## config.mk

```make
export PLATFORM = sky130hd
export DESIGN_NAME = adm_mix
export DESIGN_NICKNAME = d
export VERILOG_FILES = /design/src/hdl/adm_pkg.sv /design/src/hdl/adm_mix.sv
export SDC_FILE = /design/constraint.sdc
export NUM_CORES = 2
export LEC_CHECK = 0
export BUFFER_PORTS_ARGS = -buffer_cell sky130_fd_sc_hd__buf_2
export CELL_PAD_IN_SITES_DETAIL_PLACEMENT = 1
export CELL_PAD_IN_SITES_GLOBAL_PLACEMENT = 2
export CORE_MARGIN = 2
export CORE_UTILIZATION = 38
export DETAILED_ROUTE_END_ITERATION = 12
export GPL_TIMING_DRIVEN = 0
export PLACE_DENSITY = 0.88
export SLEW_MARGIN = 15
export SYNTH_ARGS = -nofsm -noshare
export SYNTH_HDL_FRONTEND = slang
export SYNTH_SLANG_ARGS = --single-unit
export TNS_END_PERCENT = 1
```

## constraint.sdc

```tcl
create_clock -name clock -period 12.9 [get_ports clock]
set_input_delay 0.645 -clock clock [delete_from_list [all_inputs] [get_ports clock]]
set_output_delay 0.645 -clock clock [all_outputs]
set_load 0.02 [all_outputs]
```

## src/hdl/adm_pkg.sv

```systemverilog
// -----------------------------------------------------------------------------
// adm_pkg
// Shared types, constants and arithmetic helpers for the channel downmixer.
// -----------------------------------------------------------------------------
package adm_pkg;

   localparam int SAMPLE_WIDTH = 24;
   localparam int MAX_CHANNELS = 8;
   localparam int NUM_SLOTS    = 8;
   localparam int COEF_WIDTH   = 18;
   localparam int FRAC_BITS    = 16;
   localparam int SUM_WIDTH    = SAMPLE_WIDTH + 3;
   localparam int ACC_WIDTH    = SAMPLE_WIDTH + 21;
   localparam int RND_WIDTH    = ACC_WIDTH - FRAC_BITS;

   // Q1.16 coefficients, held as positive signed values
   localparam logic signed [COEF_WIDTH-1:0] COEF_SURR = 18'sd46341;
   localparam logic signed [ACC_WIDTH-1:0]  ROUND_HALF = ACC_WIDTH'(32768);

   // Configuration register indexes
   localparam logic CSR_FOLD_MODE      = 1'b0;
   localparam logic CSR_INPUT_CHANNELS = 1'b1;

   // Mix modes
   localparam logic [1:0] MODE_STEREO_MONO = 2'd0;
   localparam logic [1:0] MODE_MONO_STEREO = 2'd1;
   localparam logic [1:0] MODE_SURR_STEREO = 2'd2;
   localparam logic [1:0] MODE_ANY_MONO    = 2'd3;

   localparam logic [1:0] OUT_MONO   = 2'd1;
   localparam logic [1:0] OUT_STEREO = 2'd2;

   typedef logic signed [SAMPLE_WIDTH-1:0] sample_type;
   typedef logic signed [SUM_WIDTH-1:0]    sum_type;
   typedef logic signed [ACC_WIDTH-1:0]    acc_type;
   typedef logic signed [RND_WIDTH-1:0]    rnd_type;
   typedef sample_type [NUM_SLOTS-1:0]     frame_type;

   typedef enum logic [1:0] {
      SEL_AVG,
      SEL_DUP,
      SEL_SURR
   } mix_sel_type;

   // Pipeline advance strobes from the handshake control
   typedef struct packed {
      logic load_a;
      logic load_out;
   } stage_en_type;

   typedef struct packed {
      logic signed [SAMPLE_WIDTH-1:0] out_left;
      logic signed [SAMPLE_WIDTH-1:0] out_right;
      logic [1:0]                     out_channels;
      logic                           channel_error;
   } result_type;

   // round(65536 / n) for the averaging modes
   function automatic logic signed [COEF_WIDTH-1:0] avg_weight(input logic [3:0] n);
      logic signed [COEF_WIDTH-1:0] w;
      case (n)
         4'd1:    w = 18'sd65536;
         4'd2:    w = 18'sd32768;
         4'd3:    w = 18'sd21845;
         4'd4:    w = 18'sd16384;
         4'd5:    w = 18'sd13107;
         4'd6:    w = 18'sd10923;
         4'd7:    w = 18'sd9362;
         4'd8:    w = 18'sd8192;
         default: w = 18'sd0;
      endcase
      return w;
   endfunction

   // Round half up at the Q16 point, then clamp to the sample range
   function automatic sample_type round_sat(input acc_type acc);
      acc_type sum;
      rnd_type q;
      rnd_type hi;
      rnd_type lo;
      sample_type res;
      sum = acc + ROUND_HALF;
      q   = RND_WIDTH'(sum >>> FRAC_BITS);
      hi  = RND_WIDTH'({1'b0, {(SAMPLE_WIDTH-1){1'b1}}});
      lo  = -hi - RND_WIDTH'(1);
      if (q > hi) begin
         res = hi[SAMPLE_WIDTH-1:0];
      end else if (q < lo) begin
         res = lo[SAMPLE_WIDTH-1:0];
      end else begin
         res = q[SAMPLE_WIDTH-1:0];
      end
      return res;
   endfunction

endpackage

```

## src/hdl/adm_mix.sv

```systemverilog
// -----------------------------------------------------------------------------
// adm_mix
// Two-stage mixing datapath: products and channel sum, then weight, round,
// saturate into the result register.
// -----------------------------------------------------------------------------
module adm_mix import adm_pkg::*; (
   input  logic         clock,
   input  stage_en_type stage_en,
   input  frame_type    frame,
   input  logic [1:0]   fold_mode,
   input  logic [3:0]   input_channels,
   output result_type   result
);

   typedef struct packed {
      mix_sel_type                  sel;
      logic                         err;
      logic [1:0]                   out_channels;
      logic signed [COEF_WIDTH-1:0] weight;
   } ctrl_type;

   sample_type s [NUM_SLOTS];
   sum_type    sum_in;
   acc_type    base_l_in, base_r_in;
   acc_type    prod_c_in, prod_ls_in, prod_rs_in;
   ctrl_type   ctrl_in;

   sum_type    sum_ff;
   acc_type    base_l_ff, base_r_ff;
   acc_type    prod_c_ff, prod_ls_ff, prod_rs_ff;
   sample_type mono_ff;
   ctrl_type   ctrl_ff;

   acc_type    acc_avg, acc_l, acc_r;
   result_type result_in;
   result_type result_ff;

   // Drop slots beyond the supported channel count
   always_comb begin
      for (int i = 0; i < NUM_SLOTS; i++) begin
         s[i] = (i < MAX_CHANNELS) ? $signed(frame[i]) : '0;
      end
   end

   // Sum of the channels present
   always_comb begin
      sum_in = '0;
      for (int i = 0; i < NUM_SLOTS; i++) begin
         if (4'(i) < input_channels) begin
            sum_in = sum_in + SUM_WIDTH'(s[i]);
         end
      end
   end

   always_comb begin
      acc_type rear_l;
      acc_type rear_r;
      rear_l     = (input_channels == 4'd8) ? (ACC_WIDTH'(s[6]) <<< (FRAC_BITS-1)) : '0;
      rear_r     = (input_channels == 4'd8) ? (ACC_WIDTH'(s[7]) <<< (FRAC_BITS-1)) : '0;
      base_l_in  = (ACC_WIDTH'(s[0]) <<< FRAC_BITS) + rear_l;
      base_r_in  = (ACC_WIDTH'(s[1]) <<< FRAC_BITS) + rear_r;
      prod_c_in  = ACC_WIDTH'(s[2]) * ACC_WIDTH'(COEF_SURR);
      prod_ls_in = ACC_WIDTH'(s[4]) * ACC_WIDTH'(COEF_SURR);
      prod_rs_in = ACC_WIDTH'(s[5]) * ACC_WIDTH'(COEF_SURR);
   end

   // Mode decode and channel count check
   always_comb begin
      ctrl_in.weight       = avg_weight(input_channels);
      ctrl_in.out_channels = OUT_MONO;
      ctrl_in.sel          = SEL_AVG;
      ctrl_in.err          = 1'b0;
      case (fold_mode)
         MODE_STEREO_MONO: begin
            ctrl_in.err = (input_channels != 4'd2);
         end
         MODE_MONO_STEREO: begin
            ctrl_in.sel          = SEL_DUP;
            ctrl_in.out_channels = OUT_STEREO;
            ctrl_in.err          = (input_channels != 4'd1);
         end
         MODE_SURR_STEREO: begin
            ctrl_in.sel          = SEL_SURR;
            ctrl_in.out_channels = OUT_STEREO;
            ctrl_in.err          = (input_channels != 4'd6 && input_channels != 4'd8) ||
                                   (input_channels > 4'(MAX_CHANNELS));
         end
         MODE_ANY_MONO: begin
            ctrl_in.err = (input_channels < 4'd1) ||
                          (input_channels > 4'(MAX_CHANNELS));
         end
         default: begin
            ctrl_in.err = 1'b1;
         end
      endcase
   end

   always_ff @(posedge clock) begin
      if (stage_en.load_a) begin
         sum_ff     <= sum_in;
         base_l_ff  <= base_l_in;
         base_r_ff  <= base_r_in;
         prod_c_ff  <= prod_c_in;
         prod_ls_ff <= prod_ls_in;
         prod_rs_ff <= prod_rs_in;
         mono_ff    <= s[0];
         ctrl_ff    <= ctrl_in;
      end
   end

   always_comb begin
      acc_avg = ACC_WIDTH'(sum_ff) * ACC_WIDTH'(ctrl_ff.weight);
      acc_l   = base_l_ff + prod_c_ff + prod_ls_ff;
      acc_r   = base_r_ff + prod_c_ff + prod_rs_ff;

      result_in.out_channels  = ctrl_ff.out_channels;
      result_in.channel_error = ctrl_ff.err;
      result_in.out_left      = '0;
      result_in.out_right     = '0;
      if (!ctrl_ff.err) begin
         case (ctrl_ff.sel)
            SEL_DUP: begin
               result_in.out_left  = mono_ff;
               result_in.out_right = mono_ff;
            end
            SEL_SURR: begin
               result_in.out_left  = round_sat(acc_l);
               result_in.out_right = round_sat(acc_r);
            end
            default: begin
               result_in.out_left = round_sat(acc_avg);
            end
         endcase
      end
   end

   always_ff @(posedge clock) begin
      if (stage_en.load_out) begin
         result_ff <= result_in;
      end
   end

   assign result = result_ff;

endmodule

```

Yosys cells after proc, flatten, opt, wreduce, memory -nomap -nowiden

Memories as Yosys holds them, arrays and structs flattened. A register that Yosys moved wholly into a read port is not among the register bits.
Index checks and enable logic that the tools add are counted.

Memories kept: 1
ROM bits: 272
Output and inout port bits: 51
Bits in registers: 350
Logic and storage cells: 88
Bits of input ports: 201

Memories:

| memory          | words | bits a word | rd ports | clocked after memory_dff | wr ports | RTL line      | source |
|---|---|---|---|---|---|---|---|
| (no name shown) | 16    | 17          | 1        | 1                        | 0        | adm_pkg.sv:61 | `case (n)` |

Multipliers: 4
Add/subtract/negate cells: 16
Muxes and demuxes: 21
Eq/ne operators: 10
$lt $le $gt $ge: 16
Reduce and logical (&&, ||, !) cells: 5

Operator list:

| operator                                                                          | number |
|---|---|
| 27-bit 2-to-1 mux                                                                 | 8 |
| 27-bit by 24-bit adder with 27-bit output                                         | 7 |
| 45-bit adder                                                                      | 4 |
| 24-bit 2-to-1 mux                                                                 | 6 |
| 45-bit by 17-bit adder with 45-bit output, second input constant                  | 3 |
| 24-bit by 17-bit multiplier with 41-bit output, second input constant             | 3 |
| 24-bit case mux with 2 select lines                                               | 2 |
| 40-bit by 45-bit adder with 45-bit output                                         | 2 |
| 45-bit 2-to-1 mux                                                                 | 2 |
| 29-bit by 24-bit greater-than comparator with 1-bit output, second input constant | 3 |
| 29-bit by 24-bit < comparator with 1-bit output, second input constant            | 3 |
| 27-bit by 18-bit multiplier with 45-bit output                                    | 1 |
| 3-bit by 4-bit < comparator with 1-bit output, first input constant               | 4 |
| 1-bit by 4-bit < comparator with 1-bit output, first input constant               | 2 |
| 2-bit by 4-bit < comparator with 1-bit output, first input constant               | 2 |
| 2-bit equality test, second input constant                                        | 3 |
| 2-bit by 1-bit equality test with 1-bit output, second input constant             | 2 |
| 4-bit equality test, second input constant                                        | 1 |
| 4-bit greater-than comparator, second input constant                              | 1 |
| 4-bit by 1-bit < comparator with 1-bit output, second input constant              | 1 |
| 4-bit by 1-bit != test with 1-bit output, second input constant                   | 1 |
| 4-bit by 2-bit != test with 1-bit output, second input constant                   | 1 |
| 4-bit by 3-bit != test with 1-bit output, second input constant                   | 1 |
| 4-bit != test, second input constant                                              | 1 |
| other kinds (7)                                                                   | 8 |

Depth between registers and ports, before layout

Word-level depth: 16
Gate-level depth with buffers: 75
Gate-level depth less buffers: 70

Worst setup path before layout

Ideal clock, no wire load.

Path type: input to register
Start: input input_channels[1]
End: register sum_ff[26], data pin
Data required time: 12.632 ns
Arrival time: 13.418 ns
Library setup time: 0.268 ns
Setup slack: -0.785 ns
Path buffers: 5
Cell stages on the path: 64
Cell sequence: clkbuf_1 > inv_1 > ha_1 > or3b_1 > buf_2 > clkbuf_1 > clkbuf_1 > clkbuf_1 > nand2_1 > inv_1 > ha_1 > ha_1 > or4b_1 > a31oi_1 > o32a_1 > o21ai_1 > xor2_1 > and3_1 > (+28 left out) > a2111oi_0 > xor2_1 > nor2_1 > a221o_1 > ha_1 > or4_1 > o31ai_1 > and3_1 > nor3_1 > a21o_1 > ha_1 > or3_1 > o211a_1 > o21a_1 > o21ai_0 > nand4_1 > o311a_1 > xnor3_1

Cells in the longest elaborated chain, start to end: 16
Elaborated cells on any way between the ends: 23
Those cells by class: add/sub (7); order compare (8); mux (8)

RTL lines:

| item                                          | RTL line       | source |
|---|---|---|
| start: declaration                            | adm_mix.sv:11  | `input logic [3:0] input_channels,` |
| 1-bit by 4-bit < comparator with 1-bit output | adm_mix.sv:49  | `if (4'(i) < input_channels) begin` |
| 27-bit 2-to-1 mux                             | adm_mix.sv:49  |  |
| 27-bit by 24-bit adder with 27-bit output     | adm_mix.sv:50  | `sum_in = sum_in + SUM_WIDTH'(s[i]);` |
| 27-bit 2-to-1 mux                             | adm_mix.sv:49  |  |
| 27-bit by 24-bit adder with 27-bit output     | adm_mix.sv:50  |  |
| 27-bit 2-to-1 mux                             | adm_mix.sv:49  |  |
| 27-bit by 24-bit adder with 27-bit output     | adm_mix.sv:50  |  |
| 27-bit 2-to-1 mux                             | adm_mix.sv:49  |  |
| 27-bit by 24-bit adder with 27-bit output     | adm_mix.sv:50  |  |
| 27-bit 2-to-1 mux                             | adm_mix.sv:49  |  |
| 27-bit by 24-bit adder with 27-bit output     | adm_mix.sv:50  |  |
| 27-bit 2-to-1 mux                             | adm_mix.sv:49  |  |
| 27-bit by 24-bit adder with 27-bit output     | adm_mix.sv:50  |  |
| 27-bit 2-to-1 mux                             | adm_mix.sv:49  |  |
| 27-bit by 24-bit adder with 27-bit output     | adm_mix.sv:50  |  |
| 27-bit 2-to-1 mux *                           | adm_mix.sv:49  |  |
| named net sum_in[26]                          | adm_mix.sv:23  | `sum_type sum_in;` |
| end signal: assignment                        | adm_mix.sv:100 | `sum_ff <= sum_in;` |
| end: declaration                              | adm_mix.sv:28  | `sum_type sum_ff;` |

The timed path passes the listed nets; every way through them passes the cells marked *.
A chain may end at the register's enable or synchronous reset.

Worst setup path after layout

Start: input input_channels[0]
End: register sum_ff[26], data pin

Same word-level chain as after synthesis.

==> results.json <==
{
  "post_drt_wl_per_cell_um": 25.5,
  "tritoncts": "done",
  "path_clk_slew_ns": 0.06,
  "netlist.area_leader.share": 0.265,
  "cts.path.max_buffers": 3,
  "max_cap_violations": 0,
  "fin_util": 0.429,
  "critical_path.most_common_cell": "ha_4",
  "synth-simple-area-share": 0.115,
  "drive_above_1_share": 0.0913,
  "start_util": 0.383,
  "finalHoldViolations": 0,
  "synthToLayoutAreaGrowth_pct": 11.8,
  "fp.dieArea_mm2": 0.177,
  "slowest_cell_on_the_critical_path": "or4_4",
  "horizontal_die_dimension_um": 421,
  "finalHoldWorstSlack_ns": 0.379,
  "final_nets": 9576,
  "ys_dominant_reg_cell": "edfxtp_1",
  "synth_area_leaders": "fa_1 26%, ha_1 21%, edfxtp_1 14%",
  "maxSlewViolCount": 0,
  "synth.yosys.seq_area_share": 0.138,
  "worst_pin_slew_ns": 1.36,
  "synth_fp_nets": 9188,
  "grt_pass1_wl_mm": 365,
  "count_of_nets_left_with_antenna_violations_after_detail_routing": 0,
  "timing.critical_path.slowest_cell_delay_ns": 0.54,
  "design.core.area_mm2": 0.172,
  "setup.reg_to_reg.worst_slack_ns": 2.71,
  "globalRouteTotalUtil": 0.279,
  "netlist_instances": 7015,
  "antenna_found_initial": 25,
  "netlist_top_cells_count": "1375 x inv_1, 1100 x ha_1, 872 x fa_1",
  "finalCritPeriodShare": 1.01,
  "pre_cts_slack_ns": -2.71,
  "htree_num_levels": 2,
  "gp_congestion": 0.986,
  "mappedNetlistArea_mm2": 0.0659,
  "total_wirelength_mm": 249,
  "setup_violations": 1,
  "rsz0062_at_grt": "true",
  "vias_per_cell": 5.46,
  "dp_hpwl_mm": 215,
  "yosys_warnings": 0,
  "timing.setup.critical_path_class": "in2reg",
  "worst_clock_skew_ns": 0.0250,
  "hold_path_class": "in2reg",
  "final.setup.tns_ns": -0.149,
  "yosys-mux-area-fraction": 0.00896,
  "path_buf_inv": 8,
  "synth_fa_ha_area_frac": 0.474,
  "synthXorXnorAreaFrac": 0.0489,
  "cp_top_family": "compound AO/OA/AOI/OAI gates",
  "numPortBuffers": 250,
  "overflow": 0,
  "max_freq_mhz": 76.6,
  "first_pass_iters": 5,
  "status": "finished, violations left",
  "worstSetupStartpointType": "input pin",
  "slew-limit-headroom": 0.0833,
  "cts.sinks": 303,
  "cp-end-kind": "register",
  "grt_pass1_vias": 56800,
  "avgSynthCellArea_um2": 9.40,
  "worstPathRequired_ns": 13.26,
  "cts-root-buf": "clkbuf_16",
  "top_level_ports": 252,
  "critical_path_peak_fanout": 5,
  "cts.hold.buffers_added": 0,
  "clk-insertion-delay-late_ns": 0.64,
  "synth_area_leader_cell": "fa_1",
  "drcViolationCount": 0,
  "synth.most_common_cell": "inv_1",
  "timing.critical_path.arrival_ns": 13.41,
  "synth_top_family_by_area": "adder cells",
  "compound_gate_portion_of_the_synthesized_area": 0.128,
  "drt_iter0_markers": 3619,
  "count_of_flip_flops_with_a_built_in_enable_after_synthesis": 303,
  "placement_rows": 152,
  "synth-seq-cells": 303,
  "maximum_number_of_pins_on_one_net_before_global_route_repair": 96,
  "dieHeight_um": 421,
  "postSynth.asyncResetShare": 0,
  "fin_ws_ns": -0.149,
  "failing_checks": "setup timing",
  "route.vias.total": 53200,
  "post-route-min-period_ns": 13.05,
  "synth.distinct_cells": 88,
  "tritoncts.num_buffers": 41
}
==> logic make-up after synthesis <==
kind of cell             Yosys count
AO/OA/AOI/OAI                   1265
XOR/XNOR                         365
adder cells (fa/ha/maj)         1974
buffers and inverters           1526
flip-flops                       303
multiplexers                      54
AND/OR/NAND/NOR                 1528
==> metal layers <==
metal	vias to the layer above	track usage	wire length [µm]
met5	-	0	41
li1	24200	-	-
met1	27100	0.344	101000
met2	1436	0.472	117000
met4	6	0.158	17600
met3	444	0.0336	12900
==> area by class of cell <==
type,instances,area [µm²]
Multi-Input combinational cell,5186,52300
Clock buffer,41,1030
Timing Repair Buffer,346,2090
Sequential cell,303,9100
Antenna cell,8,20.0
Buffer,149,651
Clock inverter,32,402
Inverter,1376,5180
Fill cell,19800,98200
Tap cell,2310,2890
==> state kept, by name, summed over array words and instances (netlist names) <==
register and flops:
result 51, sum_ff 27, base_r_ff 30, prod_rs_ff 41, prod_c_ff 41, prod_ls_ff 41
ctrl_ff 18, mono_ff 24, base_l_ff 30
==> stage by stage <==
stage,instance area [µm²],std cells
final,73700,9751
after global routing,73700,9749
after CTS,73000,9705
after detailed placement,70300,9578
after global placement,70200,9575
after floorplan,66100,7015
==> cell usage in the layout, fill, tap and decap left out, types with 15 or more instances in the layout <==
| master | count |
|---|---|
| inv_1 | 1369 |
| ha_1 | 1063 |
| fa_1 | 872 |
| nand2_1 | 437 |
| edfxtp_1 | 303 |
| a21oi_1 | 295 |
| and2_1 | 292 |
| nor2_1 | 285 |
| buf_2 | 247 |
| xnor2_1 | 236 |
| a21o_1 | 179 |
| o21ai_0 | 168 |
| clkbuf_1 | 127 |
| xor2_1 | 118 |
| nand3_1 | 96 |
| buf_4 | 92 |
| nor3_1 | 77 |
| o21a_1 | 69 |
| nand2b_1 | 63 |
| o211ai_1 | 58 |
| and3_1 | 49 |
| nor2b_1 | 48 |
| clkbuf_16 | 44 |
| a211oi_1 | 43 |
| o21bai_1 | 43 |
| a31oi_1 | 39 |
| or3_1 | 38 |
| mux2_2 | 36 |
| o21ai_1 | 35 |
| ha_4 | 33 |
| nand4_1 | 27 |
| a211o_1 | 27 |
| o31ai_1 | 25 |
| a21oi_2 | 25 |
| a32oi_1 | 25 |
| or2_2 | 22 |
| o21ai_2 | 15 |
==> worst reg2reg max path, delay by kind of cell (launching register included) <==
family          cells  cell delay, ns
simple gates        7            1.40
flops               1            0.33
compound gates      6            3.11
fa+ha+maj           7            3.36
buf+inv             8            1.75
==> worst paths after layout <==
path | from | to | cells after the start
max | input_channels[0] | sum_ff[26]$_DFFE_PP_ | 66
max reg2reg | ctrl_ff[6]$_SDFFCE_PN0P_ | result[47]$_SDFFCE_PP0P_ | 28
min | frame[13] | mono_ff[13]$_DFFE_PP_ | 1
min reg2reg | ctrl_ff[19]$_DFFE_PP_ | result[2]$_DFFE_PP_ | 0
==> timing repair <==
action                                  CTS  global route
cloned                                    0             0
pin swaps                                67            76
endpoints found under the setup margin   11            11
buffers inserted                         55            38
gates resized for setup                 155            83
Power is not shown: default switching activity piles up to over one toggle a cycle in this logic, so the estimate is an artifact.
